[config.mk]
export PLATFORM = sky130hd
export DESIGN_NAME = tonal_weighted_window_mean
export DESIGN_NICKNAME = d
export VERILOG_FILES = /design/src/rtl/core/twwm_pkg.sv /design/src/rtl/core/twwm_weigh.sv /design/src/rtl/core/twwm_sum.sv /design/src/rtl/core/twwm_div.sv /design/src/rtl/core/tonal_weighted_window_mean.sv
export SDC_FILE = /design/constraint.sdc
export NUM_CORES = 1
export LEC_CHECK = 0
export ABC_AREA = 1
export BUFFER_PORTS_ARGS = -buffer_cell sky130_fd_sc_hd__buf_4
export CORE_ASPECT_RATIO = 0.6
export CORE_UTILIZATION = 38
export DETAILED_ROUTE_END_ITERATION = 7
export GPL_TIMING_DRIVEN = 0
export SYNTH_ARGS = -nofsm -noshare
export SYNTH_HDL_FRONTEND = slang
export SYNTH_SLANG_ARGS = --single-unit
export TNS_END_PERCENT = 100
[constraint.sdc]
create_clock -name clk -period 9.55 [get_ports clk]
set_clock_uncertainty 0.15 [all_clocks]
set_input_delay 0.955 -clock clk [delete_from_list [all_inputs] [get_ports clk]]
set_output_delay 0.955 -clock clk [all_outputs]
set_load 0.005 [all_outputs]
[src/rtl/core/twwm_pkg.sv]
`default_nettype none

package twwm_pkg;

    // Window geometry and field widths.
    localparam int unsigned NUM_PIX   = 9;
    localparam int unsigned NUM_ROWS  = 3;
    localparam int unsigned ROW_LEN   = 3;
    localparam int unsigned PIX_W     = 8;

    // Weights in half units: 4, 3 and 2 stand for 2.0, 1.5 and 1.0.
    localparam int unsigned WGT_W     = 3;
    localparam logic [WGT_W-1:0] WGT_NONE = 3'd0;
    localparam logic [WGT_W-1:0] WGT_LOW  = 3'd2;
    localparam logic [WGT_W-1:0] WGT_MID  = 3'd3;
    localparam logic [WGT_W-1:0] WGT_HIGH = 3'd4;

    // Tone bands.
    localparam logic [PIX_W-1:0] TONE_DARK_HI   = 8'd50;
    localparam logic [PIX_W-1:0] TONE_SHADE_LO  = 8'd51;
    localparam logic [PIX_W-1:0] TONE_SHADE_HI  = 8'd75;
    localparam logic [PIX_W-1:0] TONE_TINT_LO   = 8'd175;
    localparam logic [PIX_W-1:0] TONE_TINT_HI   = 8'd199;
    localparam logic [PIX_W-1:0] TONE_LIGHT_LO  = 8'd200;
    localparam logic [PIX_W-1:0] TONE_LIGHT_HI  = 8'd250;

    // One weighted pixel is at most 4*255, a row sum at most 3*1020,
    // the window sum at most 9180 and the weight total at most 36.
    localparam int unsigned PROD_W    = 10;
    localparam int unsigned ROW_SUM_W = 12;
    localparam int unsigned ROW_WGT_W = 4;
    localparam int unsigned ACC_W     = 14;
    localparam int unsigned TOT_W     = 6;

    // Divider: two quotient bits per stage.
    localparam int unsigned QUO_W       = 8;
    localparam int unsigned BITS_PER_ST = 2;
    localparam int unsigned NUM_DIV_ST  = QUO_W / BITS_PER_ST;

    typedef logic [NUM_PIX-1:0][PIX_W-1:0]        pix_arr_t;
    typedef logic [NUM_PIX-1:0][PROD_W-1:0]       prod_arr_t;
    typedef logic [NUM_PIX-1:0][WGT_W-1:0]        wgt_arr_t;
    typedef logic [NUM_ROWS-1:0][ROW_SUM_W-1:0]   row_sum_arr_t;
    typedef logic [NUM_ROWS-1:0][ROW_WGT_W-1:0]   row_wgt_arr_t;

    // Working set of one division in flight.
    typedef struct packed {
        logic [ACC_W-1:0] rem;
        logic [TOT_W-1:0] den;
        logic [QUO_W-1:0] quo;
        logic             zero;
    } div_t;

endpackage

`default_nettype wire

[src/rtl/core/twwm_weigh.sv]
`default_nettype none

module twwm_weigh
    import twwm_pkg::*;
(
    input  wire logic                clk,
    input  wire logic                rst_n,
    input  wire logic                in_valid,
    output logic                     in_ready,
    input  wire pix_arr_t            pix,
    input  wire logic [NUM_PIX-1:0]  mask,
    output logic                     out_valid,
    input  wire logic                out_ready,
    output prod_arr_t                prod,
    output wgt_arr_t                 wgt
);

    // Weight of one tone in half units.
    function automatic logic [WGT_W-1:0] tone_weight(input logic [PIX_W-1:0] p);
        logic [WGT_W-1:0] w;
        if (p inside {[8'd0:TONE_DARK_HI], [TONE_LIGHT_LO:TONE_LIGHT_HI]}) begin
            w = WGT_HIGH;
        end
        else if (p inside {[TONE_SHADE_LO:TONE_SHADE_HI], [TONE_TINT_LO:TONE_TINT_HI]}) begin
            w = WGT_MID;
        end
        else begin
            w = WGT_LOW;
        end
        return w;
    endfunction

    logic      vld_reg;
    prod_arr_t prod_reg;
    prod_arr_t prod_next;
    wgt_arr_t  wgt_reg;
    wgt_arr_t  wgt_next;

    assign in_ready  = !vld_reg || out_ready;
    assign out_valid = vld_reg;
    assign prod      = prod_reg;
    assign wgt       = wgt_reg;

    // Each lane picks its weight and forms weight times pixel by shift and add.
    always_comb
    begin
        for (int k = 0; k < NUM_PIX; k++)
        begin
            wgt_next[k] = mask[k] ? tone_weight(pix[k]) : WGT_NONE;
            case (wgt_next[k])
                WGT_HIGH: prod_next[k] = {pix[k], 2'b00};
                WGT_MID:  prod_next[k] = {2'b00, pix[k]} + {1'b0, pix[k], 1'b0};
                WGT_LOW:  prod_next[k] = {1'b0, pix[k], 1'b0};
                default:  prod_next[k] = '0;
            endcase
        end
    end

    // Stage valid bit.
    always_ff @(posedge clk or negedge rst_n)
    begin
        if (!rst_n) begin
            vld_reg <= 1'b0;
        end
        else if (in_ready) begin
            vld_reg <= in_valid;
        end
    end

    // Stage payload is loaded on every transfer into the stage.
    always_ff @(posedge clk)
    begin
        if (in_ready && in_valid) begin
            prod_reg <= prod_next;
            wgt_reg  <= wgt_next;
        end
    end

endmodule

`default_nettype wire

[src/rtl/core/twwm_sum.sv]
`default_nettype none

module twwm_sum
    import twwm_pkg::*;
(
    input  wire logic      clk,
    input  wire logic      rst_n,
    input  wire logic      in_valid,
    output logic           in_ready,
    input  wire prod_arr_t prod,
    input  wire wgt_arr_t  wgt,
    output logic           out_valid,
    input  wire logic      out_ready,
    output div_t           out_data
);

    logic         row_vld_reg;
    row_sum_arr_t row_sum_reg;
    row_sum_arr_t row_sum_next;
    row_wgt_arr_t row_wgt_reg;
    row_wgt_arr_t row_wgt_next;
    logic         row_ready;

    logic         tot_vld_reg;
    div_t         tot_reg;
    div_t         tot_next;

    logic [ACC_W-1:0] acc_sum;
    logic [TOT_W-1:0] wgt_sum;

    assign row_ready = !tot_vld_reg || out_ready;
    assign in_ready  = !row_vld_reg || row_ready;
    assign out_valid = tot_vld_reg;
    assign out_data  = tot_reg;

    // First stage: sum each window row on its own.
    always_comb
    begin
        for (int r = 0; r < NUM_ROWS; r++)
        begin
            row_sum_next[r] = ROW_SUM_W'(prod[ROW_LEN*r])
                            + ROW_SUM_W'(prod[ROW_LEN*r+1])
                            + ROW_SUM_W'(prod[ROW_LEN*r+2]);
            row_wgt_next[r] = ROW_WGT_W'(wgt[ROW_LEN*r])
                            + ROW_WGT_W'(wgt[ROW_LEN*r+1])
                            + ROW_WGT_W'(wgt[ROW_LEN*r+2]);
        end
    end

    // Second stage: combine the rows and set up the division.
    always_comb
    begin
        acc_sum = ACC_W'(row_sum_reg[0]) + ACC_W'(row_sum_reg[1])
                + ACC_W'(row_sum_reg[2]);
        wgt_sum = TOT_W'(row_wgt_reg[0]) + TOT_W'(row_wgt_reg[1])
                + TOT_W'(row_wgt_reg[2]);
        tot_next.rem  = acc_sum;
        tot_next.den  = wgt_sum;
        tot_next.quo  = '0;
        tot_next.zero = (wgt_sum == '0);
    end

    // Stage valid bits.
    always_ff @(posedge clk or negedge rst_n)
    begin
        if (!rst_n) begin
            row_vld_reg <= 1'b0;
            tot_vld_reg <= 1'b0;
        end
        else begin
            if (in_ready) begin
                row_vld_reg <= in_valid;
            end
            if (row_ready) begin
                tot_vld_reg <= row_vld_reg;
            end
        end
    end

    // Stage payloads.
    always_ff @(posedge clk)
    begin
        if (in_ready && in_valid) begin
            row_sum_reg <= row_sum_next;
            row_wgt_reg <= row_wgt_next;
        end
        if (row_ready && row_vld_reg) begin
            tot_reg <= tot_next;
        end
    end

endmodule

`default_nettype wire

[src/rtl/core/twwm_div.sv]
`default_nettype none

module twwm_div
    import twwm_pkg::*;
(
    input  wire logic       clk,
    input  wire logic       rst_n,
    input  wire logic       in_valid,
    output logic            in_ready,
    input  wire div_t       in_data,
    output logic            out_valid,
    input  wire logic       out_ready,
    output logic [QUO_W-1:0] quotient
);

    localparam int unsigned LAST = NUM_DIV_ST - 1;

    // Two restoring steps, quotient bits hi and hi-1. The mean never
    // exceeds 255, so the dividend is always below den * 256.
    function automatic div_t div_step2(input div_t d, input int unsigned hi);
        div_t           r;
        logic [ACC_W:0] sub;
        r = d;
        for (int k = 0; k < BITS_PER_ST; k++)
        begin
            sub = (ACC_W+1)'(r.den) << (hi - k);
            if ({1'b0, r.rem} >= sub) begin
                r.rem         = r.rem - sub[ACC_W-1:0];
                r.quo[hi - k] = 1'b1;
            end
        end
        return r;
    endfunction

    logic [NUM_DIV_ST-1:0] vld_reg;
    logic [NUM_DIV_ST-1:0] rdy;
    div_t                  dat_reg  [NUM_DIV_ST];
    div_t                  dat_next [NUM_DIV_ST];

    assign in_ready  = rdy[0];
    assign out_valid = vld_reg[LAST];
    assign quotient  = dat_reg[LAST].zero ? '0 : dat_reg[LAST].quo;

    // A stage can load when it is empty or its content moves on.
    always_comb
    begin
        rdy[LAST] = !vld_reg[LAST] || out_ready;
        for (int s = LAST - 1; s >= 0; s--)
        begin
            rdy[s] = !vld_reg[s] || rdy[s+1];
        end
    end

    // Each stage resolves the next two quotient bits, most significant first.
    always_comb
    begin
        dat_next[0] = div_step2(in_data, QUO_W - 1);
        for (int s = 1; s < NUM_DIV_ST; s++)
        begin
            dat_next[s] = div_step2(dat_reg[s-1], QUO_W - 1 - BITS_PER_ST * s);
        end
    end

    // Stage valid bits.
    always_ff @(posedge clk or negedge rst_n)
    begin
        if (!rst_n) begin
            vld_reg <= '0;
        end
        else begin
            if (rdy[0]) begin
                vld_reg[0] <= in_valid;
            end
            for (int s = 1; s < NUM_DIV_ST; s++)
            begin
                if (rdy[s]) begin
                    vld_reg[s] <= vld_reg[s-1];
                end
            end
        end
    end

    // Stage payloads.
    always_ff @(posedge clk)
    begin
        if (rdy[0] && in_valid) begin
            dat_reg[0] <= dat_next[0];
        end
        for (int s = 1; s < NUM_DIV_ST; s++)
        begin
            if (rdy[s] && vld_reg[s-1]) begin
                dat_reg[s] <= dat_next[s];
            end
        end
    end

    // The dividend entering the divider must give a quotient that fits.
    a_div_in_range: assert property (@(posedge clk) disable iff (!rst_n)
        in_valid && rdy[0] && !in_data.zero |->
            (ACC_W+QUO_W)'(in_data.rem) < ((ACC_W+QUO_W)'(in_data.den) << QUO_W))
        else $error("divider input quotient exceeds eight bits");

    // After the last step the remainder lies below the divisor.
    a_div_rem_done: assert property (@(posedge clk) disable iff (!rst_n)
        vld_reg[LAST] && !dat_reg[LAST].zero |->
            dat_reg[LAST].rem < ACC_W'(dat_reg[LAST].den))
        else $error("divider remainder not reduced below divisor");

    // An empty window carries a zero weighted sum.
    a_div_empty: assert property (@(posedge clk) disable iff (!rst_n)
        vld_reg[LAST] && dat_reg[LAST].zero |-> dat_reg[LAST].rem == '0)
        else $error("empty window with nonzero weighted sum");

endmodule

`default_nettype wire

[src/rtl/core/tonal_weighted_window_mean.sv]
// Tone-weighted mean of one 3x3 pixel window.
//
// Input channel: in_valid / in_stall with the nine window pixels pix_00..pix_22
// and window_valid, whose bit 3*r+c marks that position r,c lies inside the
// image. Only marked pixels count. Output channel: out_valid / out_stall with
// weighted_mean, the floor of the tone-weighted sum over the weight total, or
// 0 for an empty mask. A transfer happens on a clock edge with valid high and
// stall low.
//
// There are seven register stages: one for the tone weights, two for the
// adder tree and four for the divider, which resolves two quotient bits per
// stage. Throughput is one window per cycle while out_stall stays low.
//
// Reset (rst_n low, asynchronous) empties the pipeline; no other state exists.
// When the receiver stalls, the output holds and the stages behind it keep
// filling any empty slots, so in_stall rises only once every stage is full.
// Nothing is dropped or repeated.
`default_nettype none

module tonal_weighted_window_mean
    import twwm_pkg::*;
(
    input  wire logic             clk,
    input  wire logic             rst_n,
    input  wire logic             in_valid,
    output logic                  in_stall,
    input  wire logic [PIX_W-1:0] pix_00,
    input  wire logic [PIX_W-1:0] pix_01,
    input  wire logic [PIX_W-1:0] pix_02,
    input  wire logic [PIX_W-1:0] pix_10,
    input  wire logic [PIX_W-1:0] pix_11,
    input  wire logic [PIX_W-1:0] pix_12,
    input  wire logic [PIX_W-1:0] pix_20,
    input  wire logic [PIX_W-1:0] pix_21,
    input  wire logic [PIX_W-1:0] pix_22,
    input  wire logic [NUM_PIX-1:0] window_valid,
    output logic                  out_valid,
    input  wire logic             out_stall,
    output logic [QUO_W-1:0]      weighted_mean
);

    pix_arr_t  pix;
    logic      weigh_ready;
    logic      weigh_valid;
    prod_arr_t weigh_prod;
    wgt_arr_t  weigh_wgt;
    logic      sum_ready;
    logic      sum_valid;
    div_t      sum_data;
    logic      div_ready;

    // Gather the window in row-major order.
    assign pix = {pix_22, pix_21, pix_20, pix_12, pix_11, pix_10,
                  pix_02, pix_01, pix_00};

    assign in_stall = !weigh_ready;

    // Tone weights and weighted pixels.
    twwm_weigh u_weigh (
        .clk       (clk),
        .rst_n     (rst_n),
        .in_valid  (in_valid),
        .in_ready  (weigh_ready),
        .pix       (pix),
        .mask      (window_valid),
        .out_valid (weigh_valid),
        .out_ready (sum_ready),
        .prod      (weigh_prod),
        .wgt       (weigh_wgt)
    );

    // Adder tree for the weighted sum and the weight total.
    twwm_sum u_sum (
        .clk       (clk),
        .rst_n     (rst_n),
        .in_valid  (weigh_valid),
        .in_ready  (sum_ready),
        .prod      (weigh_prod),
        .wgt       (weigh_wgt),
        .out_valid (sum_valid),
        .out_ready (div_ready),
        .out_data  (sum_data)
    );

    // Pipelined divider; its last stage is the output register.
    twwm_div u_div (
        .clk       (clk),
        .rst_n     (rst_n),
        .in_valid  (sum_valid),
        .in_ready  (div_ready),
        .in_data   (sum_data),
        .out_valid (out_valid),
        .out_ready (!out_stall),
        .quotient  (weighted_mean)
    );

endmodule

`default_nettype wire

==> flow_summary.yaml, run 1 <==
placed_design:
  place_congestion: 0.9066
  dp_hpwl_um: 45720
  pre_cts_slack_ns: 5.260
  port_buffers: 94
  dpl.cell_count: 3625
clock_tree:
  cts_buffers: 26
  htreeDepth: 1
  postCtsSetupRepairBufs: 0
  insertion_delay_ns: 0.55
  cts_tree: "yes"
  cts.repair.resized: 0
  cts_num_sinks: 277
  clock_path_buffers: 3
  cts_root_buf: "clkbuf_16"
  clkTransAtPathRegs_ns: 0.07
  ctsHoldBuffers: 0
synthesis:
  synth.net_count: 3169
  synth_cell_types: 55
  ys_seq_area_share_pct: 35.42
  ys_warn_count: 0
  ys_ff_latch: 277
  synthArstFlopShare_pct: 2.527
  synth-edff-count: 270
  syn_area_per_cell_sq_um: 8.670
  synth_area_sq_um: 23380
  synth_flop_cell: "edfxtp_1"
  synth_cells: 2697
finish:
  antenna_cells: 0
  final_layout_size_suffix_gt1_share_pct: 6.962
  largest_register_ffs: 90
  nFillCells: 5825
  fin_cells: 3672
  area_growth_pct: 11.55
  fin_nets: 3297
drt:
  firstDrtPassIters: 5
  drt-initial-drc-count: 1424
  vias: 18678
  drt-total-wl_um: 56030
  wl_per_cell_um: 15.26
  via_per_inst: 5.087
  antenna_left: 0
  drc: 0
global_route:
  gr-total-overflow: 0
  grt_pass1_vias: 17545
  grt_max_degree: 49
  groute.usage.overall_pct: 17.88
  grt_pass1_wl_um: 91830
  antenna_found_initial: 0
power:
  leakage_nw: 12.00
  finalPower_mw: 7.950
  internal-power_mw: 4.370
  p_sw_mw: 3.580
  switching_share_pct: 45.03
  power_density_nw_per_um2: 304.8
  pwr-share-clk_pct: 13.3
  ir_drop_mv: 0.1946
  share_comb_of_total_power_pct: 59.3
  seqPwrFrac_pct: 27.5
setup_path:
  cp.depth: 21
  max_stage_delay_ns: 0.39
  path_common_cell: "nand2_1"
  cp_top_family: "compound AO/OA/AOI/OAI gates"
  startpoint_type: "register"
  cp-startpoint: "u_div.dat_reg[1][11]"
  rr_worst_depth: 21
  worst_ep_required_time_ns: 9.70
  worstPathCellList: "inv_1, ha_1, nand2_1, inv_2, nand2_1, nand2_1, nand2_2, nand3_2, buf_6, inv_1, o21ai_0, ha_1, a21oi_1, o21ai_0, a21oi_1, nand3_4, nor2_4, nand3_4, clkinv_4, buf_12, o21ai_1"
  r2r-start: "u_div.dat_reg[1][11]"
  slowest_stage: "ha_1"
  crit_type: "register to register"
  worstPathArrival_ns: 4.49
  cp_num_buf_inv: 6
  crit_path_end_kind: "register"
  cp_max_fo: 10
timing:
  worst_slack_ns: 5.216
  post-route-period-util_pct: 45.38
  rsz0062_at_grt: "false"
  slew_headroom_pct: 32.99
  fin_crit_ns: 4.334
  max_slew.worst_pin.slew_ns: 1.004
  hold_slack_ns: 0.05174
  tns_ns: 0
  setup_viol: 0
  fmax_mhz: 230.7
  final_max_slew_viol_count: 0
  hold_viol: 0
min_path:
  hp-class: "input port to asynchronous set/reset pin"
floorplan:
  die_area_sq_um: 62560
  die_y_um: 194.2
  ios: 95
  initial_core_util_pct: 38.42
  die_w_um: 322.3
  rows: 70
  core_area_sq_um: 60870
flow_run:
  maxCapViolations: 0
outcome:
  status: "finished, final reports clean"
cell usage in the layout, fill, tap and decap left out, drive strengths merged, types with 7 or more instances in the layout:
master     n
nand2    503
inv      425
ha       349
edfxtp   270
a21oi    209
nor2     182
nand3    177
o21ai    131
buf      106
xor2      94
nand4     49
o211ai    47
xnor2     43
clkbuf    41
fa        38
nor3      25
o221ai    19
o22ai     18
or2       12
o21bai    11
clkinv    11
nand3b    10
a21boi     9
o2111ai    8
a32o       7
a31oi      7
dfrtp      7
cell type report:
cell class / instances / area [sq um] / share of cell area [%]
multi-input combinational: 1981 / 13420 / 51.46
sequential: 277 / 8283 / 31.75
inverter: 427 / 1608 / 6.164
tap: 828 / 1036 / 3.972
timing repair buffer: 100 / 815.8 / 3.127
clock buffer: 35 / 705.7 / 2.705
clock inverter: 12 / 131.4 / 0.5036
buffer: 12 / 81.33 / 0.3118
kinds of logic after synthesis:
| kind of cell | after synthesis | synth area share, % |
|---|---|---|
| xor+xnor | 137 | 5.131 |
| simple gates | 967 | 17.99 |
| buf+inv | 439 | 7.223 |
| flops | 277 | 35.42 |
| fa+ha+maj | 387 | 21.93 |
| compound gates | 490 | 12.30 |
path summary, 6_finish.rpt:
kind                                         to  slack [ns]
setup / recovery           u_div.dat_reg[2][17]        5.22
hold / removal                 u_div.vld_reg[1]        0.05
setup reg to reg           u_div.dat_reg[2][17]        5.22
hold reg to reg             u_div.dat_reg[3][8]        0.27
max in group asynchronous       u_sum.out_valid        9.08
min in group clk            u_div.dat_reg[3][8]        0.27
power groups by stage:
stage	registers, mW	logic (mW)	clock network, mW
final	2.18	4.71	1.06
after global routing	2.22	5.35	1.14
after CTS	2.19	4.69	1.09
after detailed placement	2.21	4.66	0
after global placement	2.22	4.55	0
after floorplan	2.12	3.58	0
layer usage:
metal  vias to the layer above  GRT usage, %  wire length, um
met1                      8730         28.68            29740
met4                         0         2.152              551
met3                        40         2.914             3465
li1                       9471             -                -
met2                       437         25.28            22270
met5                         -             0                0
synth_stat cells (4+ instances only):
cell,count,area [sq um]
o22ai_1,18,112.6
nand2_2,9,56.30
nand3_1,173,865.8
inv_1,420,1577
nor2_2,11,68.82
xor2_1,94,823.3
a31oi_1,7,43.79
dfrtp_1,7,175.2
o21bai_1,11,82.58
inv_2,5,18.77
a21boi_0,9,67.56
nor3b_1,4,30.03
nand2_1,492,1847
a32o_1,7,70.07
nand3b_1,10,75.07
o211ai_1,47,352.8
a31o_2,4,35.03
o2111ai_1,8,70.07
nor2_1,170,638.1
o21ai_2,4,35.03
fa_1,38,760.7
xnor2_1,43,376.6
ha_1,349,4367
or2_2,12,75.07
o21ai_0,117,585.6
o221ai_1,19,166.4
o21ai_1,10,50.05
nand4_1,49,306.5
edfxtp_1,270,8108
nor3_1,25,125.1
a21oi_1,209,1046
clkbuf_1,6,22.52
a21o_1,4,30.03
through the flow:
stage	cell area, sq um	util [%]
2_1_floorplan	23380	-
3_3_place_gp	25130	41.28
3_5_place_dp	25250	41.48
4_1_cts	26090	42.85
5_1_grt	26090	42.85
6_report	26090	42.85
Note: power is estimated with default switching activity, not from simulation.
==> inputs of run 2 (changes only) <==
- clock period: 9.55 -> 4.35 ns (I/O delays scaled with it)
==> run 2 against run 1 <==
  * Hold slack got worse by 0.010 ns
  * Design area rose by 0.30%
  * Non-clock buffer count rose by 4
  * Die area did not move
  * Sequential share of layout area fell by 0.094 points
  * Flip-flop and latch count did not move
  * Largest cell class unchanged
  * Highest routed layer unchanged
==> flow_summary.yaml, run 2 (synthesis results as in run 1) <==
outcome:
  status: "finished, final reports clean"
finish:
  final_core_util_pct: 42.98
  fin_nets: 3302
  area_growth_pct: 11.88
  final_common_cell: "nand2_1"
  final_layout_size_suffix_gt1_share_pct: 7.273
  nFillCells: 5931
  stdcell_area_sq_um: 26160
  final_cell_mix: "nand2_1 (492), inv_1 (418), ha_1 (347)"
  antenna_cells: 0
  largest_register_ffs: 90
power:
  switching_share_pct: 45.12
  power_density_nw_per_um2: 670.3
  p_sw_mw: 7.911
  internal-power_mw: 9.624
  seqPwrFrac_pct: 27.4
  ir_drop_mv: 0.4612
  leakage_nw: 12.00
  share_comb_of_total_power_pct: 59.4
  pwr-share-clk_pct: 13.2
clock_tree:
  cts_buffers: 27
  insertion_delay_ns: 0.58
  clock_path_buffers: 3
  cts_tree: "yes"
  htreeDepth: 1
  clkTransAtPathRegs_ns: 0.06
  cts_root_buf: "clkbuf_16"
  cts_num_sinks: 277
drt:
  firstDrtPassIters: 5
  drc: 0
  antenna_left: 0
  vias: 18847
  drt-initial-drc-count: 1476
  via_per_inst: 5.130
  drt-total-wl_um: 56680
  wl_per_cell_um: 15.43
timing:
  fin_crit_ns: 4.029
  worst_slack_ns: 0.3206
  slew_headroom_pct: 33.84
  hold_viol: 0
  setup_viol: 0
  post-route-period-util_pct: 92.63
  rsz0062_at_grt: "false"
  fmax_mhz: 248.2
  final_max_slew_viol_count: 0
  max_slew.worst_pin.slew_ns: 0.9914
global_route:
  antenna_found_initial: 0
  gr-total-overflow: 0
  grt_pass1_wl_um: 92380
  grt_max_degree: 47
  groute.usage.overall_pct: 18.08
  grt_pass1_vias: 17759
floorplan:
  die_y_um: 194.2
  die_w_um: 322.3
  rows: 70
  die_area_sq_um: 62560
  initial_core_util_pct: 38.42
  ios: 95
  core_area_sq_um: 60870
setup_path:
  worstPathArrival_ns: 4.19
  crit_type: "register to register"
  reg2reg_slack_ns: 0.32
  rr_worst_depth: 21
  r2r-start: "u_div.dat_reg[1][10]"
  cp-endpoint: "u_div.dat_reg[2][20]"
  crit_path_end_kind: "register"
  r2r_end: "u_div.dat_reg[2][20]"
  cp_max_fo: 10
  cp-startpoint: "u_div.dat_reg[1][10]"
  worst_ep_required_time_ns: 4.51
  startpoint_type: "register"
flow_run:
  maxCapViolations: 0
placed_design:
  dp_hpwl_um: 46200
  pre_cts_slack_ns: 0.01829
  placed_area_sq_um: 25250
  place_congestion: 0.9143
  port_buffers: 94
min_path:
  hp-class: "input port to register"
-- run 2: changes by cell type in the layout (fill, tap and decap cells not counted), sizes merged --
cell	delta
buf	+1
dlygate4sd3	+3
clkbuf	-6
clkinvlp	+2
clkinv	+2
-- run 2: worst min path at each step --
stage | startpoint | endpoint | slack (ns) | cells after the start
after global placement | rst_n | u_div.vld_reg[2] | 0.1 | 1
after global routing | pix_20[0] | u_weigh.prod[61] | 0.04 | 3
after detailed placement | rst_n | u_div.vld_reg[2] | 0.10 | 1
after CTS | pix_20[0] | u_weigh.prod[61] | 0.01 | 3
after floorplan | rst_n | u_div.vld_reg[0] | -0.01 | 0
final | pix_20[0] | u_weigh.prod[61] | 0.04 | 3
-- run 2: per-layer routing --
layer / up-vias / wire length, um / GRT usage, %
li1: 9485 / - / -
met1: 8838 / 29930 / 28.93
met2: 474 / 22620 / 25.66
met3: 50 / 3475 / 2.726
met4: 0 / 660 / 2.522
met5: - / 0 / 0
-- run 2: cell type report --
class / count / area (sq um) / area share (%)
clock buffers: 29 / 683.2 / 2.611
multi-input cells: 1981 / 13450 / 51.42
repair buffers: 104 / 853.3 / 3.262
flip-flops and latches: 277 / 8283 / 31.66
well taps: 828 / 1036 / 3.960
inverters: 427 / 1612 / 6.160
plain buffers: 12 / 81.33 / 0.3109
clock inverters: 16 / 161.4 / 0.6169
-- run 2: power groups by stage --
stage / Combinational, mW / Sequential (mW) / Clock [mW]
floorplan: 7.86 / 4.63 / 0
CTS: 10.3 / 4.80 / 2.39
global route: 11.8 / 4.87 / 2.49
detailed placement: 10.3 / 4.85 / 0
finish: 10.4 / 4.80 / 2.32
global placement: 9.99 / 4.86 / 0
-- run 2: per-stage QoR --
step | hold WS, ns | TNS, ns | power [mW] | std cells
6_report | 0.04141 | 0 | 17.54 | 3674
4_1_cts | 0.01168 | 0 | 17.51 | 3673
3_3_place_gp | 0.09874 | -4.581 | 14.85 | 3619
3_5_place_dp | 0.1012 | 0 | 15.10 | 3625
5_1_grt | 0.03570 | 0 | 19.19 | 3674
2_1_floorplan | -0.01059 | 0 | 12.49 | 2697
-- run 2: worst max-delay path, stage by stage (launching register included) --
cell and delay (ns):
edfxtp_1 0.45, inv_1 0.16, ha_1 0.25, nand2_1 0.13, inv_2 0.07, nand2_1 0.07, nand2_1 0.14, nand2_2 0.15
nand3_2 0.11, buf_6 0.18, o21ai_1 0.26, inv_1 0.10, fa_1 0.43, o21ai_1 0.32, a21oi_2 0.15, nand3_4 0.13
nor2_4 0.05, nand3_4 0.12, clkinv_4 0.08, buf_12 0.15, nand2_2 0.05, o21ai_2 0.05
-- run 2: repair_timing --
item                                   4_1_cts  5_1_grt
setup endpoints to repair                    2       16
resized for setup                            1       11
endpoints found under the hold margin        9        0
pin swaps                                    0        1
hold buffers                                 3        0
buffers inserted                             0        1
==> inputs of run 3 (changes only) <==
--- a/config.mk
+++ b/config.mk
@@ -9,3 +9,3 @@
 export BUFFER_PORTS_ARGS = -buffer_cell sky130_fd_sc_hd__buf_4
-export CORE_ASPECT_RATIO = 0.6
+export CORE_ASPECT_RATIO = 1.75
 export CORE_UTILIZATION = 38
==> constraint.sdc (replaced) <==
create_clock -name clk -period 5 [get_ports clk]
set_clock_uncertainty 0.15 [all_clocks]
set_input_delay 1 -clock clk [delete_from_list [all_inputs] [get_ports clk]]
set_output_delay 1 -clock clk [all_outputs]
set_load 0.005 [all_outputs]
==> run 3 against run 2 <==
  * Cell count decreased by 0.87%
  * Sequential share of layout area decreased by 0.072 points
  * Register-to-register slack improved by 0.19 ns
  * Core utilization about the same
  * Power decreased by 13%
  * Clock-buffer cell count increased by 1
  * Highest routed layer unchanged
==> flow_summary.yaml, run 3 (synthesis results as in run 1) <==
outcome:
  status: "finished, final reports clean"
floorplan:
  die_area_sq_um: 62570
  die_w_um: 189.5
  rows: 120
  die_y_um: 330.2
  ios: 95
  core_area_sq_um: 60960
  initial_core_util_pct: 38.36
finish:
  antenna_cells: 0
  final_cell_mix: "nand2_1 (492), inv_1 (419), ha_1 (349)"
  fin_nets: 3299
  area_growth_pct: 12.14
  final_common_cell: "nand2_1"
  largest_register_ffs: 90
  final_layout_size_suffix_gt1_share_pct: 7.371
drt:
  drt-initial-drc-count: 972
  drc: 0
  antenna_left: 0
  firstDrtPassIters: 5
  vias: 18779
  wl_per_cell_um: 15.71
  via_per_inst: 5.156
  drt-total-wl_um: 57200
setup_path:
  worstPathArrival_ns: 4.63
  max_stage_delay_ns: 0.47
  slowest_stage: "ha_1"
  cp_num_buf_inv: 5
  worst_ep_required_time_ns: 5.14
  crit_path_end_kind: "register"
  cp_max_fo: 10
  crit_type: "register to register"
  startpoint_type: "register"
  worstPathCellList: "ha_1, inv_2, nor2_2, nand2_1, nor2_1, nand2_1, nand3_2, buf_6, inv_1, o21ai_0, ha_1, a21oi_1, o21ai_0, a21oi_1, nand3_4, nor2_4, nand3_4, clkinv_4, buf_12, o21ai_1"
  cp_top_family: "compound AO/OA/AOI/OAI gates"
power:
  power_density_nw_per_um2: 582.9
  switching_share_pct: 43.91
  finalPower_mw: 15.29
  share_comb_of_total_power_pct: 57.7
  p_sw_mw: 6.712
  pwr-share-clk_pct: 15.0
  ir_drop_mv: 0.4163
  internal-power_mw: 8.573
  leakage_nw: 12.08
  seqPwrFrac_pct: 27.3
timing:
  max_slew.worst_pin.slew_ns: 1.138
  hold_slack_ns: 0.09720
  rsz0062_at_grt: "false"
  setup_viol: 0
  fmax_mhz: 222.5
  hold_viol: 0
  final_max_slew_viol_count: 0
  post-route-period-util_pct: 89.87
  tns_ns: 0
  fin_crit_ns: 4.493
  slew_headroom_pct: 24.08
flow_run:
  maxCapViolations: 0
clock_tree:
  postCtsSetupRepairBufs: 0
  insertion_delay_ns: 0.56
  htreeDepth: 1
  ctsHoldBuffers: 0
  cts.repair.resized: 0
  clock_path_buffers: 3
  cts_tree: "yes"
  cts_buffers: 28
  clkTransAtPathRegs_ns: 0.07
  cts_root_buf: "clkbuf_16"
  cts_num_sinks: 277
global_route:
  gr-total-overflow: 0
  grt_pass1_vias: 19038
  grt_max_degree: 48
  antenna_found_initial: 0
  groute.usage.overall_pct: 18.10
  grt_pass1_wl_um: 91570
min_path:
  hp-class: "input port to asynchronous set/reset pin"
placed_design:
  place_congestion: 0.9192
  port_buffers: 94
  dp_hpwl_um: 47580
[run 3: cell count changes in the layout (fill, tap and decap cells not counted), moves of 2 or more]
cell and delta:
o21ai_2 -2, clkbuf_16 +2, bufinv_16 +3, clkinv_1 -3, o21ai_1 -3, dlygate4sd3_1 -3
o21ai_0 +5, clkinv_4 +4, ha_1 +2
[run 3: final cells by class]
| cell class | count | area (sq um) |
|---|---|---|
| clock buffers | 30 | 729.5 |
| fillers | 6016 | 34740 |
| clock inverters | 22 | 289.0 |
| flip-flops and latches | 277 | 8283 |
| well taps | 793 | 992.2 |
| plain buffers | 12 | 81.33 |
| repair buffers | 100 | 815.8 |
| inverters | 427 | 1608 |
| multi-input cells | 1981 | 13420 |
[run 3: worst register-to-register path, stage by stage (launching register included)]
cell	delay [ns]
edfxtp_1	0.44
ha_1	0.47
inv_2	0.10
nor2_2	0.13
nand2_1	0.06
nor2_1	0.18
nand2_1	0.14
nand3_2	0.11
buf_6	0.17
inv_1	0.12
o21ai_0	0.38
ha_1	0.36
a21oi_1	0.17
o21ai_0	0.16
a21oi_1	0.35
nand3_4	0.14
nor2_4	0.12
nand3_4	0.14
clkinv_4	0.10
buf_12	0.13
o21ai_1	0.10
[run 3: worst paths after layout]
path,start,endpoint,slack [ns],cells past startpoint
worst max-delay path,u_div.dat_reg[1][23],u_div.dat_reg[2][17],0.51,20
worst min-delay path,rst_n,u_div.vld_reg[3],0.1,1
worst max register to register,u_div.dat_reg[1][23],u_div.dat_reg[2][17],0.51,20
worst min register to register,u_div.dat_reg[2][6],u_div.dat_reg[3][6],0.26,0
max in group asynchronous,rst_n,u_div.vld_reg[1],4.48,1
min in group clk,u_div.dat_reg[2][6],u_div.dat_reg[3][6],0.26,0
[run 3: power groups by stage]
stage | combinational (mW) | clock (mW) | sequential, mW
final | 8.83 | 2.29 | 4.17
after global routing | 10.0 | 2.42 | 4.24
after CTS | 8.82 | 2.36 | 4.19
after detailed placement | 8.77 | 0 | 4.23
after global placement | 8.52 | 0 | 4.23
after floorplan | 6.84 | 0 | 4.03
[run 3: stage by stage]
stage | instance area (sq um) | worst slack (ns) | std cells | util, %
final | 26220 | 0.5066 | 3642 | 43.02
after CTS | 26220 | 0.4946 | 3642 | 43.02
after global routing | 26220 | 0.1469 | 3642 | 43.02
after global placement | 25090 | 0.1933 | 3584 | 41.16
after floorplan | 23390 | 1.027 | 2697 | -
after detailed placement | 25200 | 0.5109 | 3590 | 41.35
[run 3: per-layer routing]
layer / vias up / routed length, um / global-route usage, %
li1: 9475 / - / -
met1: 8781 / 20080 / 16.72
met2: 373 / 32740 / 37.99
met3: 150 / 1337 / 1.413
met4: 0 / 3047 / 9.520
met5: - / 0 / 0
